[config.mk]
export PLATFORM = sky130hd
export DESIGN_NAME = wheel_sync_pi_ramp_controller
export DESIGN_NICKNAME = d
export VERILOG_FILES = /design/src/sv/wsp_pkg.sv /design/src/sv/wsp_mul.sv /design/src/sv/wsp_gacc.sv /design/src/sv/wheel_sync_pi_ramp_controller.sv
export SDC_FILE = /design/constraint.sdc
export NUM_CORES = 2
export LEC_CHECK = 0
export BUFFER_PORTS_ARGS = -buffer_cell sky130_fd_sc_hd__buf_2
export CAP_MARGIN = 5
export CORE_MARGIN = 4
export CORE_UTILIZATION = 30
export CTS_BUF_LIST = sky130_fd_sc_hd__clkbuf_8
export DETAILED_ROUTE_END_ITERATION = 7
export PLACE_DENSITY = 0.41
export SLEW_MARGIN = 20
export SYNTH_ARGS = -nofsm -noshare
export SYNTH_HDL_FRONTEND = slang
export SYNTH_HIERARCHICAL = 1
export SYNTH_SLANG_ARGS = --single-unit
export TNS_END_PERCENT = 30
[constraint.sdc]
create_clock -name clk_i -period 37.6 [get_ports clk_i]
set_input_delay 7.52 -clock clk_i [delete_from_list [all_inputs] [get_ports clk_i]]
set_output_delay 7.52 -clock clk_i [all_outputs]
set_load 0.01 [all_outputs]
[src/sv/wsp_pkg.sv]
`timescale 1ns / 1ps

package wsp_pkg;

  // field and state widths
  localparam int unsigned SpeedW   = 15;
  localparam int unsigned DeltaW   = 16;
  localparam int unsigned DriveW   = 16;
  localparam int unsigned SumW     = 32;
  localparam int unsigned IntW     = 48;
  localparam int unsigned CycW     = 24;
  localparam int unsigned TgtW     = 24;
  localparam int unsigned GainW    = 32;
  localparam int unsigned ChunkW   = 16;
  localparam int unsigned MulBW    = 17;
  localparam int unsigned ProdW    = GainW + MulBW;
  localparam int unsigned FracW    = 14;
  localparam int unsigned TermMagW = 21;
  localparam int unsigned TermW    = TermMagW + 1;
  localparam int unsigned CorrW    = TermW + 1;
  localparam int unsigned CfgIdxW  = 3;
  localparam int unsigned CfgDataW = 32;

  // register indexes
  localparam logic [CfgIdxW-1:0] REG_MOVE_KIND   = 3'd0;
  localparam logic [CfgIdxW-1:0] REG_TARGET      = 3'd1;
  localparam logic [CfgIdxW-1:0] REG_PROP_GAIN   = 3'd2;
  localparam logic [CfgIdxW-1:0] REG_INTEG_GAIN  = 3'd3;
  localparam logic [CfgIdxW-1:0] REG_START_SPEED = 3'd4;
  localparam logic [CfgIdxW-1:0] REG_TOP_SPEED   = 3'd5;

  // move kinds and commands
  localparam logic [1:0] KIND_STRAIGHT = 2'd0;
  localparam logic [1:0] KIND_SPIN_POS = 2'd1;
  localparam logic [1:0] KIND_SPIN_NEG = 2'd2;
  localparam logic CMD_START  = 1'b0;
  localparam logic CMD_SAMPLE = 1'b1;

  // register reset values
  localparam logic [GainW-1:0]  PROP_GAIN_RST  = 32'd429;
  localparam logic [GainW-1:0]  INTEG_GAIN_RST = 32'd2147484;
  localparam logic [SpeedW-1:0] START_RST      = 15'd3277;
  localparam logic [SpeedW-1:0] TOP_RST        = 15'd13107;

  // ramp constants, speeds Q1.14
  localparam logic [SpeedW-1:0] STEP_UP     = 15'd164;
  localparam logic [SpeedW-1:0] STEP_DOWN   = 15'd328;
  localparam logic [SpeedW-1:0] RAMP_FLOOR  = 15'd2458;
  localparam logic [GainW-1:0]  DECEL_SCALE = 32'd5000;

  // pi term magnitude limit and the integer part where it is reached
  localparam logic [TermMagW-1:0] TERM_LIMIT = 21'd1048576;
  localparam int unsigned TermHi = 1 << (TermMagW - 1 - FracW);

  typedef struct packed {
    logic                     command;
    logic signed [DeltaW-1:0] right_delta;
    logic signed [DeltaW-1:0] left_delta;
  } wsp_in_t;

  typedef struct packed {
    logic signed [DriveW-1:0] left_drive;
    logic signed [DriveW-1:0] right_drive;
    logic                     move_done;
  } wsp_out_t;

  // accumulator control for the chunked gain product
  typedef struct packed {
    logic clr;
    logic load;
    logic frac_en;
  } gacc_ctrl_t;

endpackage

[src/sv/wsp_mul.sv]
`timescale 1ns / 1ps

module wsp_mul import wsp_pkg::*; (
  input  logic             clk_i,
  input  logic [GainW-1:0] a_i,
  input  logic [MulBW-1:0] b_i,
  output logic [ProdW-1:0] prod_o
);

  logic [ProdW-1:0] prod_q;

  always_ff @(posedge clk_i) begin
    prod_q <= ProdW'(a_i) * ProdW'(b_i);
  end

  assign prod_o = prod_q;

endmodule

[src/sv/wsp_gacc.sv]
`timescale 1ns / 1ps

module wsp_gacc import wsp_pkg::*; (
  input  logic                clk_i,
  input  gacc_ctrl_t          ctrl_i,
  input  logic [ProdW-1:0]    prod_i,
  output logic [TermMagW-1:0] term_mag_o
);

  logic [ProdW-1:0] acc_q;
  logic [FracW-1:0] frac_q;
  logic [ProdW-1:0] sum;
  logic             sat;

  // each partial product lands 16 bits above the previous one
  assign sum = prod_i + (acc_q >> ChunkW);

  always_ff @(posedge clk_i) begin
    if (ctrl_i.clr) begin
      acc_q <= '0;
    end else if (ctrl_i.load) begin
      acc_q <= sum;
    end
    if (ctrl_i.frac_en) begin
      frac_q <= sum[ChunkW-1 -: FracW];
    end
  end

  // sum holds the product above bit 32, frac_q bits 31..18
  assign sat = (sum > ProdW'(TermHi)) || ((sum == ProdW'(TermHi)) && (frac_q != '0));
  assign term_mag_o = sat ? TERM_LIMIT : {sum[TermMagW-FracW-1:0], frac_q};

endmodule

[src/sv/wheel_sync_pi_ramp_controller.sv]
`timescale 1ns / 1ps

// channel   signals                                  role
// in        in_valid_i, in_ready_o, in_data_i        start command or encoder sample
// out       out_valid_o, out_ready_i, out_data_o     left/right drive and move_done
// cfg       cfg_we_i, cfg_index_i, cfg_wdata_i       register write, no wait
//
// sample: sums, integral, two pi terms on the one 32x17 multiplier, result step (no pi
//   terms if it ends the move); start command or sample while idle: result step only
// one item at a time, the next transfer in the cycle after the result step; a result
//   waits in the output register while the next item runs, the result step stalls if full
// reset clears config, move state and sequencer, not the working or output data
//   registers; no clearing pass is needed.
module wheel_sync_pi_ramp_controller import wsp_pkg::*; (
  input  logic                clk_i,
  input  logic                rst_ni,
  input  logic                in_valid_i,
  output logic                in_ready_o,
  input  wsp_in_t             in_data_i,
  output logic                out_valid_o,
  input  logic                out_ready_i,
  output wsp_out_t            out_data_o,
  input  logic                cfg_we_i,
  input  logic [CfgIdxW-1:0]  cfg_index_i,
  input  logic [CfgDataW-1:0] cfg_wdata_i
);

  localparam logic [2:0] ST_IDLE  = 3'd0;
  localparam logic [2:0] ST_SUMS  = 3'd1;
  localparam logic [2:0] ST_INTEG = 3'd2;
  localparam logic [2:0] ST_GAIN  = 3'd3;
  localparam logic [2:0] ST_RES   = 3'd4;

  localparam logic [1:0] RK_START = 2'd0;
  localparam logic [1:0] RK_DONE  = 2'd1;
  localparam logic [1:0] RK_RUN   = 2'd2;

  localparam logic [1:0] CHUNK0 = 2'd0;
  localparam logic [1:0] CHUNK1 = 2'd1;
  localparam logic [1:0] CHUNK2 = 2'd2;
  localparam logic [1:0] K_LAST = 2'd3;

  localparam logic [CycW-1:0] CYCLE_ONE = 24'd1;
  localparam logic [CycW-1:0] CYCLE_MAX = '1;

  function automatic logic signed [SumW-1:0] sat_sum(logic signed [SumW:0] v);
    logic signed [SumW-1:0] r;
    if (v[SumW] != v[SumW-1]) begin
      r = v[SumW] ? {1'b1, {(SumW-1){1'b0}}} : {1'b0, {(SumW-1){1'b1}}};
    end else begin
      r = v[SumW-1:0];
    end
    return r;
  endfunction

  function automatic logic signed [IntW-1:0] sat_int(logic signed [IntW:0] v);
    logic signed [IntW-1:0] r;
    if (v[IntW] != v[IntW-1]) begin
      r = v[IntW] ? {1'b1, {(IntW-1){1'b0}}} : {1'b0, {(IntW-1){1'b1}}};
    end else begin
      r = v[IntW-1:0];
    end
    return r;
  endfunction

  // configuration
  logic [1:0]        kind_q;
  logic [TgtW-1:0]   target_q;
  logic [GainW-1:0]  pgain_q;
  logic [GainW-1:0]  igain_q;
  logic [SpeedW-1:0] start_q;
  logic [SpeedW-1:0] top_q;

  // move state
  logic signed [SumW-1:0] rsum_q;
  logic signed [SumW-1:0] lsum_q;
  logic signed [IntW-1:0] integ_q;
  logic [CycW-1:0]        cycle_q;
  logic [SpeedW-1:0]      ramp_q;
  logic                   moving_q;

  // sequencer
  logic [2:0] state_q;
  logic       j_q;
  logic [1:0] k_q;
  logic [1:0] rk_q;
  logic       out_valid_q;

  // per-item working registers
  logic signed [DeltaW-1:0] rd_q;
  logic signed [DeltaW-1:0] ld_q;
  logic [MulBW-1:0]         pmag_q;
  logic                     pneg_q;
  logic [IntW-1:0]          imag_q;
  logic                     ineg_q;
  logic                     dneg_q;
  logic signed [CorrW-1:0]  corr_q;
  wsp_out_t                 out_data_q;

  logic spin;
  logic sneg;
  logic in_xfer;
  logic res_fire;

  assign spin     = kind_q inside {KIND_SPIN_POS, KIND_SPIN_NEG};
  assign sneg     = (kind_q == KIND_SPIN_NEG);
  assign in_xfer  = in_valid_i && in_ready_o;
  assign res_fire = (state_q == ST_RES) && (!out_valid_q || out_ready_i);

  // ---------------- sums step
  logic signed [DeltaW:0]   rd_x, ld_x, r_w, l_w;
  logic signed [DeltaW+1:0] errp;
  logic [DeltaW+1:0]        errp_abs;
  logic signed [SumW-1:0]   rsum_new, lsum_new;
  logic [DeltaW-1:0]        rdmag;

  assign rd_x = {rd_q[DeltaW-1], rd_q};
  assign ld_x = {ld_q[DeltaW-1], ld_q};
  // spin counts: right gets -s, left gets s
  assign r_w  = (spin && !sneg) ? -rd_x : rd_x;
  assign l_w  = (spin && sneg) ? -ld_x : ld_x;
  assign errp = {r_w[DeltaW], r_w} - {l_w[DeltaW], l_w};
  assign errp_abs = errp[DeltaW+1] ? (DeltaW+2)'(0) - errp : errp;
  assign rdmag = rd_q[DeltaW-1] ? DeltaW'(-rd_q) : rd_q;

  assign rsum_new = sat_sum({rsum_q[SumW-1], rsum_q} + {{(SumW-DeltaW){r_w[DeltaW]}}, r_w});
  assign lsum_new = sat_sum({lsum_q[SumW-1], lsum_q} + {{(SumW-DeltaW){l_w[DeltaW]}}, l_w});

  // ---------------- multiplier
  logic [GainW-1:0] mul_a;
  logic [MulBW-1:0] mul_b;
  logic [ProdW-1:0] prod;
  logic [IntW-1:0]  mag_sel;
  logic [ChunkW-1:0] chunk;
  logic [SpeedW-1:0] dmag;

  assign mag_sel = j_q ? IntW'(pmag_q) : imag_q;

  always_comb begin
    case (k_q)
      CHUNK0:  chunk = mag_sel[ChunkW-1:0];
      CHUNK1:  chunk = mag_sel[2*ChunkW-1:ChunkW];
      CHUNK2:  chunk = mag_sel[3*ChunkW-1:2*ChunkW];
      default: chunk = '0;
    endcase
  end

  always_comb begin
    case (state_q)
      ST_SUMS: begin
        mul_a = GainW'(cycle_q);
        mul_b = MulBW'(rdmag);
      end
      ST_INTEG: begin
        mul_a = DECEL_SCALE;
        mul_b = MulBW'(dmag);
      end
      ST_GAIN: begin
        mul_a = j_q ? pgain_q : igain_q;
        mul_b = MulBW'(chunk);
      end
      default: begin
        mul_a = '0;
        mul_b = '0;
      end
    endcase
  end

  wsp_mul u_mul (
    .clk_i  (clk_i),
    .a_i    (mul_a),
    .b_i    (mul_b),
    .prod_o (prod)
  );

  // ---------------- integral step
  localparam int unsigned CycProdW = CycW + DeltaW;
  logic signed [CycProdW:0] cprod;
  logic signed [IntW-1:0]   integ_str, integ_new;
  logic signed [SumW:0]     rl_diff;
  logic [IntW-1:0]          integ_abs;
  logic signed [SumW:0]     tgt_x;
  logic                     rgt, lgt, done_w;
  logic signed [SumW+1:0]   three_l;
  logic [SpeedW:0]          ramp_inc;
  logic [SpeedW-1:0]        ramp_up_val, ramp_new;
  logic signed [SpeedW:0]   ddiff;

  assign cprod = rd_q[DeltaW-1] ? -$signed({1'b0, prod[CycProdW-1:0]})
                                :  $signed({1'b0, prod[CycProdW-1:0]});
  assign integ_str = {{(IntW-CycProdW-1){cprod[CycProdW]}}, cprod}
                   - {{(IntW-SumW){lsum_q[SumW-1]}}, lsum_q};
  assign rl_diff = {rsum_q[SumW-1], rsum_q} - {lsum_q[SumW-1], lsum_q};
  assign integ_new = spin ? sat_int({integ_q[IntW-1], integ_q}
                                    + {{(IntW-SumW){rl_diff[SumW]}}, rl_diff})
                          : integ_str;
  assign integ_abs = integ_new[IntW-1] ? IntW'(0) - integ_new : integ_new;

  assign tgt_x  = $signed({{(SumW+1-TgtW){1'b0}}, target_q});
  assign rgt    = $signed({rsum_q[SumW-1], rsum_q}) > tgt_x;
  assign lgt    = $signed({lsum_q[SumW-1], lsum_q}) > tgt_x;
  assign done_w = spin ? (rgt || lgt) : rgt;

  assign three_l  = {{2{lsum_q[SumW-1]}}, lsum_q}
                  + {lsum_q[SumW-1], lsum_q, 1'b0};
  assign ramp_inc = {1'b0, ramp_q} + {1'b0, STEP_UP};
  assign ramp_up_val = ramp_inc[SpeedW] ? '1 : ramp_inc[SpeedW-1:0];
  assign ramp_new = (!spin && (three_l <= $signed({tgt_x[SumW], tgt_x})) && (ramp_q < top_q))
                  ? ramp_up_val : ramp_q;
  assign ddiff = {1'b0, ramp_new} - {1'b0, start_q};
  assign dmag  = ddiff[SpeedW] ? SpeedW'(-ddiff) : ddiff[SpeedW-1:0];

  // ---------------- deceleration check, product of the integral step
  localparam int unsigned DecW = SumW + 1 + FracW;
  logic signed [SumW:0]   lt_diff;
  logic signed [IntW-1:0] dterm, dsum;
  logic                   decel;

  assign lt_diff = {lsum_q[SumW-1], lsum_q} - tgt_x;
  assign dterm   = dneg_q ? -$signed({1'b0, prod[IntW-2:0]}) : $signed({1'b0, prod[IntW-2:0]});
  assign dsum    = {{(IntW-DecW){lt_diff[SumW]}}, lt_diff, {FracW{1'b0}}} + dterm;
  assign decel   = !dsum[IntW-1] && (dsum != '0) && (ramp_q > RAMP_FLOOR);

  // ---------------- pi terms
  gacc_ctrl_t             gctrl;
  logic [TermMagW-1:0]    term_mag;
  logic signed [TermW-1:0] term;
  logic                   tneg;

  always_comb begin
    gctrl = '0;
    if (state_q == ST_GAIN) begin
      gctrl.clr     = (k_q == CHUNK0);
      gctrl.load    = (k_q == CHUNK1) || (k_q == CHUNK2);
      gctrl.frac_en = (k_q == CHUNK2);
    end
  end

  wsp_gacc u_gacc (
    .clk_i      (clk_i),
    .ctrl_i     (gctrl),
    .prod_i     (prod),
    .term_mag_o (term_mag)
  );

  assign tneg = j_q ? pneg_q : ineg_q;
  assign term = tneg ? -$signed({1'b0, term_mag}) : $signed({1'b0, term_mag});

  // ---------------- result
  localparam int unsigned BaseW = CorrW + 1;
  logic signed [BaseW-1:0]  base, lpre;
  logic signed [SpeedW+1:0] rpre;
  logic signed [DriveW-1:0] lclip;
  localparam logic signed [BaseW-1:0] DRV_MAX = BaseW'(32767);
  localparam logic signed [BaseW-1:0] DRV_MIN = -BaseW'(32768);

  assign base = $signed({{(BaseW-SpeedW){1'b0}}, ramp_q})
              + ((rk_q == RK_RUN) ? {corr_q[CorrW-1], corr_q} : BaseW'(0));
  assign lpre = (spin && sneg) ? -base : base;
  assign rpre = (spin && !sneg) ? -$signed({2'b0, ramp_q}) : $signed({2'b0, ramp_q});
  assign lclip = (lpre > DRV_MAX) ? DriveW'(DRV_MAX)
               : (lpre < DRV_MIN) ? DriveW'(DRV_MIN) : lpre[DriveW-1:0];

  // ---------------- control and state registers
  always_ff @(posedge clk_i or negedge rst_ni) begin
    if (!rst_ni) begin
      kind_q      <= KIND_STRAIGHT;
      target_q    <= '0;
      pgain_q     <= PROP_GAIN_RST;
      igain_q     <= INTEG_GAIN_RST;
      start_q     <= START_RST;
      top_q       <= TOP_RST;
      rsum_q      <= '0;
      lsum_q      <= '0;
      integ_q     <= '0;
      cycle_q     <= CYCLE_ONE;
      ramp_q      <= START_RST;
      moving_q    <= 1'b0;
      state_q     <= ST_IDLE;
      j_q         <= 1'b0;
      k_q         <= CHUNK0;
      rk_q        <= RK_DONE;
      out_valid_q <= 1'b0;
    end else begin
      if (cfg_we_i) begin
        case (cfg_index_i)
          REG_MOVE_KIND:   kind_q   <= cfg_wdata_i[1:0];
          REG_TARGET:      target_q <= cfg_wdata_i[TgtW-1:0];
          REG_PROP_GAIN:   pgain_q  <= cfg_wdata_i[GainW-1:0];
          REG_INTEG_GAIN:  igain_q  <= cfg_wdata_i[GainW-1:0];
          REG_START_SPEED: start_q  <= cfg_wdata_i[SpeedW-1:0];
          REG_TOP_SPEED:   top_q    <= cfg_wdata_i[SpeedW-1:0];
          default: ;
        endcase
      end

      if (res_fire) begin
        out_valid_q <= 1'b1;
      end else if (out_ready_i) begin
        out_valid_q <= 1'b0;
      end

      case (state_q)
        ST_IDLE: begin
          if (in_xfer) begin
            if (in_data_i.command == CMD_START) begin
              rsum_q   <= '0;
              lsum_q   <= '0;
              integ_q  <= '0;
              cycle_q  <= CYCLE_ONE;
              ramp_q   <= start_q;
              moving_q <= 1'b1;
              rk_q     <= RK_START;
              state_q  <= ST_RES;
            end else if (!moving_q) begin
              rk_q    <= RK_DONE;
              state_q <= ST_RES;
            end else begin
              state_q <= ST_SUMS;
            end
          end
        end
        ST_SUMS: begin
          rsum_q  <= rsum_new;
          lsum_q  <= lsum_new;
          if (cycle_q != CYCLE_MAX) begin
            cycle_q <= cycle_q + CYCLE_ONE;
          end
          state_q <= ST_INTEG;
        end
        ST_INTEG: begin
          integ_q <= integ_new;
          if (done_w) begin
            moving_q <= 1'b0;
            rk_q     <= RK_DONE;
            state_q  <= ST_RES;
          end else begin
            ramp_q  <= ramp_new;
            j_q     <= 1'b0;
            k_q     <= CHUNK0;
            state_q <= ST_GAIN;
          end
        end
        ST_GAIN: begin
          // the decel product arrives while the first chunk is issued
          if (!j_q && (k_q == CHUNK0) && !spin && decel) begin
            ramp_q <= ramp_q - STEP_DOWN;
          end
          if (k_q == K_LAST) begin
            k_q <= CHUNK0;
            if (!j_q) begin
              j_q <= 1'b1;
            end else begin
              rk_q    <= RK_RUN;
              state_q <= ST_RES;
            end
          end else begin
            k_q <= k_q + 2'd1;
          end
        end
        ST_RES: begin
          if (res_fire) begin
            state_q <= ST_IDLE;
          end
        end
        default: state_q <= ST_IDLE;
      endcase
    end
  end

  // ---------------- working registers
  always_ff @(posedge clk_i) begin
    if (in_xfer) begin
      rd_q <= in_data_i.right_delta;
      ld_q <= in_data_i.left_delta;
    end
    if (state_q == ST_SUMS) begin
      pmag_q <= errp_abs[MulBW-1:0];
      pneg_q <= errp[DeltaW+1];
    end
    if (state_q == ST_INTEG) begin
      imag_q <= integ_abs;
      ineg_q <= integ_new[IntW-1];
      dneg_q <= ddiff[SpeedW];
    end
    if ((state_q == ST_GAIN) && (k_q == K_LAST)) begin
      corr_q <= j_q ? corr_q + {term[TermW-1], term} : {term[TermW-1], term};
    end
    if (res_fire) begin
      if (rk_q == RK_DONE) begin
        out_data_q.left_drive  <= '0;
        out_data_q.right_drive <= '0;
        out_data_q.move_done   <= 1'b1;
      end else begin
        out_data_q.left_drive  <= lclip;
        out_data_q.right_drive <= rpre[DriveW-1:0];
        out_data_q.move_done   <= 1'b0;
      end
    end
  end

  assign in_ready_o  = (state_q == ST_IDLE);
  assign out_valid_o = out_valid_q;
  assign out_data_o  = out_data_q;

`ifndef NO_ASSERTIONS
  a_done_drives_zero: assert property (@(posedge clk_i) disable iff (!rst_ni)
    out_valid_o && out_data_o.move_done |->
      (out_data_o.left_drive == '0) && (out_data_o.right_drive == '0))
    else $error("move_done with nonzero drive");

  a_start_sets_moving: assert property (@(posedge clk_i) disable iff (!rst_ni)
    in_valid_i && in_ready_o && (in_data_i.command == CMD_START) |=> moving_q)
    else $error("start transfer did not begin a move");

  a_cycle_nonzero: assert property (@(posedge clk_i) disable iff (!rst_ni)
    cycle_q != '0)
    else $error("cycle count reached zero");

  a_result_waits: assert property (@(posedge clk_i) disable iff (!rst_ni)
    (state_q == ST_RES) && out_valid_q && !out_ready_i |=> (state_q == ST_RES))
    else $error("result step overran a full output register");

  a_gain_runs: assert property (@(posedge clk_i) disable iff (!rst_ni)
    (state_q == ST_GAIN) && (k_q != K_LAST) |=> (state_q == ST_GAIN) && !in_ready_o)
    else $error("gain sequence cut short");
`endif

endmodule

# Word level (Yosys, flattened, before mapping)
# Index checks and enable logic that the tools add are counted.
[totals]
register_bits = 549
wordCells = 230
[op_classes]
muxes = 77
n_eq_ne = 31
n_addsub = 28
reduce_logical = 50
bitwise_logic = 1
multipliers = 1
magnitude_cmp = 8
[ops]
columns = ["op", "count"]
rows = [
  ["$mux 48", 7],
  ["$mux 32", 7],
  ["$mux 15", 9],
  ["$pmux 32 s2", 2],
  ["$mux 24", 5],
  ["$pmux 16 s3", 2],
  ["$pmux 32 s3", 1],
  ["$pmux 48 s2", 1],
  ["$add 32x17->33", 2],
  ["$gt 32x25->1", 2],
  ["$mux 17", 3],
  ["$add 48x33->49", 1],
  ["$add 49x33->49", 1],
  ["$eq 49x7->1 const B", 1],
  ["$gt 49x7->1 const B", 1],
  ["$add 48x48->48", 1],
  ["$mul 32x16->48", 1],
  ["$neg 47->48", 1],
  ["$pmux 24 s2", 1],
  ["$reduce_bool 48->1", 1],
  ["$sub 1x48->48 const A", 1],
  ["$mux 47", 1],
  ["$pmux 15 s3", 1],
  ["$sub 41x32->42", 1],
  ["61 further kinds", 142],
]

# Longest topological paths before layout
[logic_depth]
depth_word = 11
mapped_depth = 67

# Cells and area by module
# The synthesis kept the hierarchy.
[by_module_without_submodules]
columns = ["mod", "seq_area_each_um2", "cells_per_inst", "area_each_um2", "n_inst"]
rows = [
  ["wheel_sync_pi_ramp_controller", 11763.8, 5167, 43690.7, 1],
  ["wsp_mul", 980.9, 2072, 18308.8, 1],
  ["wsp_gacc", 1081.0, 595, 4653.2, 1],
]

# Worst setup path after synthesis
# OpenSTA, ideal clock, no wires.
[synth_path]
path_kind = "register to register"
from = "register lsum_q[1]"
to = "register u_mul.prod_q[44] (netlist: u_mul/prod_o[44])"
t_arrival_ps = 13422
slack_ps = 24105
path_stages_with_launch = 61
setup_time_ps = 72
path_buffers = 2
required_ps = 37528
cell_sequence = "dfrtp_1 > ha_1 > fa_1 > a21o_1 > a21oi_1 > o21ai_0 > nor4b_1 > nor3_1 > xnor2_1 > ha_1 > a21o_1 > a21o_1 > a21o_1 > a211o_1 > a211oi_1 > nor3_1 > nor4bb_1 > nand3b_1 > (+25 left out) > inv_1 > fa_1 > inv_1 > fa_1 > fa_1 > inv_1 > fa_1 > inv_1 > ha_1 > and4_2 > nand3_1 > o211ai_1 > or2_2 > a311oi_2 > a211oi_2 > a211o_1 > a21oi_2 > xnor2_1"
[synth_via]
elab_cells_between_ends = 10
classes_between = "3 x add/sub; 1 x mul; 1 x order compare; 3 x mux; 2 x reduce/logical"
[synth_lines]
columns = ["item", "line", "rtl"]
rows = [
  ["start: declaration", "wheel_sync_pi_ramp_controller.sv:76", "logic signed [SumW-1:0] lsum_q;"],
  ["start signal: assignment", "wheel_sync_pi_ramp_controller.sv:325", "lsum_q <= lsum_new;"],
  ["$add 32x33->34", "wheel_sync_pi_ramp_controller.sv:205", "+ {lsum_q[SumW-1], lsum_q, 1'b0};"],
  ["$le 34x25->1", "wheel_sync_pi_ramp_controller.sv:208", "assign ramp_new = (!spin && (three_l <= $signed({tgt_x[SumW], tgt_x})) && (ramp_q < top_q))"],
  ["$logic_and 1x1->1 (2 in series)", "wheel_sync_pi_ramp_controller.sv:208", ""],
  ["$mux 15", "wheel_sync_pi_ramp_controller.sv:209", "? ramp_up_val : ramp_q;"],
  ["$sub 15x15->16", "wheel_sync_pi_ramp_controller.sv:210", "assign ddiff = {1'b0, ramp_new} - {1'b0, start_q};"],
  ["net ddiff[15]", "wheel_sync_pi_ramp_controller.sv:187", "logic signed [SpeedW:0] ddiff;"],
  ["$mux 15", "wheel_sync_pi_ramp_controller.sv:211", "assign dmag = ddiff[SpeedW] ? SpeedW'(-ddiff) : ddiff[SpeedW-1:0];"],
  ["$pmux 16 s3", "wheel_sync_pi_ramp_controller.sv:149", "case (state_q)"],
  ["net mul_b[10]", "wheel_sync_pi_ramp_controller.sv:131", "logic [MulBW-1:0] mul_b;"],
  ["$mul 32x16->48", "wsp_mul.sv:13", "prod_q <= ProdW'(a_i) * ProdW'(b_i);"],
  ["end signal: assignment", "wsp_mul.sv:13", ""],
  ["end: declaration", "wsp_mul.sv:10", "logic [ProdW-1:0] prod_q;"],
]
# The timed path passes the listed nets, and every way through them passes these cells.
# A chain may end at the register's enable or synchronous reset.

# Worst setup path after layout
[layout_path]
from = "register lsum_q[1]"
to = "register u_mul.prod_q[46] (netlist: u_mul/prod_o[46])"
# The elaborated chain is that of the path after synthesis.

==> metrics.md <==
| Metric | Value |
|---|---|
| Status | `complete, no violations` |
| Vias in the first global route | `57.5k` |
| Gr ovfl total | `0` |
| Slew HR | `12.4%` |
| Post-route cell area | `73300 sq um` |
| Drt initial violations | `4525` |
| Hold/Removal Path Class | `reg2reg` |
| Hold wc startpoint | `integ_q[44]` |
| Remaining DRCs | `0` |
| Placed instance area | `70700 sq um` |
| Die Ht | `479 um` |
| Ranking of synthesized cells by area | `fa_1, ha_1, dfrtp_1` |
| Clk sinks | `533` |
| Setup TNS | `0 ps` |
| Synth cell types | `127` |
| Clock latency on the worst-skew pair | `930 ps` |
| TritonCTS Buffers | `112` |
| Placeable Area | `220000 sq um` |
| WS Path Type | `reg2reg` |
| Largest net degree at the start of global routing | `77` |
| CP most frequent cell | `fa_1` |
| Cell count of the worst hold path | `2` |
| Synth top cells by count | `inv_1, nand2_1, ha_1` |
| Root buf cell | `clkbuf_8` |
| First-pass GRT wire length | `394000 um` |
| Final setup fails | `0` |
| FMAX | `60.5 MHz` |
| Ports | `108` |
| Cell Rows | `172` |
| Clock Skew | `85.0 ps` |
| RSZ-0062 raised after global routing | `no` |
| Synth Area per Inst | `8.51 sq um` |
| Cells after Synth | `7834` |
| Final period utilization | `43.9%` |
| Fin. max-slew vios | `0` |
| Final count of hold timing violations | `0` |
| FILL cells | `23.2k` |
| Ys flop type | `dfrtp_1` |
| Flops & latches, synth | `533` |
| Vias | `57.9k` |
| Vias/cell | `5.30` |
| Port buffer count | `107` |
| Crit end category | `flop` |
| Layout cells sized above 1 | `9.10%` |
| Critical Path Start | `lsum_q[1]` |
| Initial antenna violation count | `11` |
| Count leader, synth | `inv_1` |
| Critical path's largest stage delay | `810 ps` |
| Post-CTS sizing | `0` |
| Area Growth Syn to Fin | `9.98%` |
| Max Cap Viol | `0` |
| Post-synth top area share | `15.3%` |
| Synth Warn # | `6` |
| Hold_buf cts | `0` |
| CTS Buffer Depth | `3` |
| Hold Slack | `483 ps` |
| GPL Wtd Cong | `0.925` |
| RR Startpoint | `lsum_q[1]` |
| # nets final | `8987` |
| Crit path launch type | `flop` |
| Initial Util | `30.2%` |
| DIE WIDTH | `479 um` |
| Setup Fix Bufs, Post-CTS | `0` |
| Ys async rst share | `52.7%` |
| Cell area after synthesis | `66700 sq um` |
| CP max-delay cell | `a22o_1` |
| Slew @ Worst Pin | `1300 ps` |
| First-pass DRT Iterations | `6` |
| Clk slew on worst S/H paths | `60 ps` |
| Die area | `230000 sq um` |
| Post-route minimum period | `16520 ps` |
| EDFF count, synth | `170` |
| Max FO, Critical Path | `32` |
| # H-tree levels | `3` |
| Placed wire-length estimate | `212000 um` |
| Routed WL | `267000 um` |
| WL per Instance | `24.4 um` |
| All-Layer GR Usage | `22.8%` |
| Worst Path Arrival | `17260 ps` |
| Post-synthesis sequential area ratio | `20.7%` |
| CP required | `38340 ps` |
| DRT antenna net count | `0` |
| Cells on worst reg2reg path | `60` |
| CTS tree | `done` |
| Post-synth top area cell | `fa_1` |
==> layer usage <==
metal / track usage, % / part of all wire, % / vias up
met4: 5.46 / 2.3 / 0
li1: - / - / 27004
met3: 2.91 / 5.6 / 255
met2: 35.2 / 44 / 1647
met1: 33.7 / 48 / 28979
met5: 0 / 0 / -
==> kinds of logic after synthesis <==
kind of cell	share of synthesized area [%]
fa+ha+maj	25.8
compound gates	18.4
simple gates	17.4
buf+inv	7.56
other cells	0.00563
mux	2.75
xor+xnor	7.40
flops	20.7
==> cells in the final DEF (no fill, tap or decap), types with 132 or more instances in the layout <==
cell | netlist | routed
xor2_1 | 192 | 190
o21ai_0 | 403 | 370
inv_1 | 983 | 1016
xnor2_1 | 371 | 371
dfrtp_1 | 243 | 241
edfxtp_1 | 170 | 170
and2_1 | 274 | 273
a21o_1 | 179 | 179
fa_1 | 508 | 508
nor2_1 | 416 | 407
a21oi_1 | 444 | 443
nand2_1 | 875 | 874
clkbuf_8 | 1 | 132
ha_1 | 558 | 557
==> sequential cells by signal, summed over array words and instances (netlist names), 33 cells and up <==
register / flops
imag_q: 48
integ_q: 48
out_data_o: 33
u_gacc/acc_q: 33
u_mul/prod_o: 49
==> final timing paths <==
kind,to,slack [ps]
min in group asynchronous,rsum_q[19],6650
worst max-delay path,u_mul/prod_o[46],21080
worst max register to register,u_mul/prod_o[46],21080
max in group asynchronous,cycle_q[9],28860
worst min register to register,integ_q[44],480
worst min-delay path,integ_q[44],480
==> per-stage QoR <==
step,instances,setup slack [ps],util [%]
after floorplan,7838,24110,-
after global placement,10692,21580,32.1
after detailed placement,10692,21530,32.1
after CTS,10904,21460,33.2
after global routing,10905,20060,33.2
final,10919,21080,33.3
==> final cells by class <==
cell class | count | area, sq um | area share [%]
Multi-Input combinational cell | 5992 | 48100 | 65.6
Inverter | 986 | 3700 | 5.05
Sequential cell | 533 | 13800 | 18.9
Antenna cell | 15 | 37.5 | 0.0512
Clock buffer | 132 | 1820 | 2.48
Clock inverter | 80 | 716 | 0.976
Tap cell | 2958 | 3700 | 5.05
Timing Repair Buffer | 223 | 1420 | 1.93
==> worst max-delay path: cells and delay by family, from the launching register on <==
| family | cells | cell delay (ps) |
|---|---|---|
| buffers and inverters | 7 | 1080 |
| xor gates and xnor gates | 3 | 340 |
| muxes | 1 | 350 |
| adders and majority gates | 10 | 4310 |
| DFF | 1 | 600 |
| AOI/OAI and AO/OA | 30 | 7830 |
| and+or+nand+nor | 9 | 1790 |
Power is left out: the tool's default activity adds up to more than one toggle a clock period on the data nets, which glitch-free logic cannot reach.
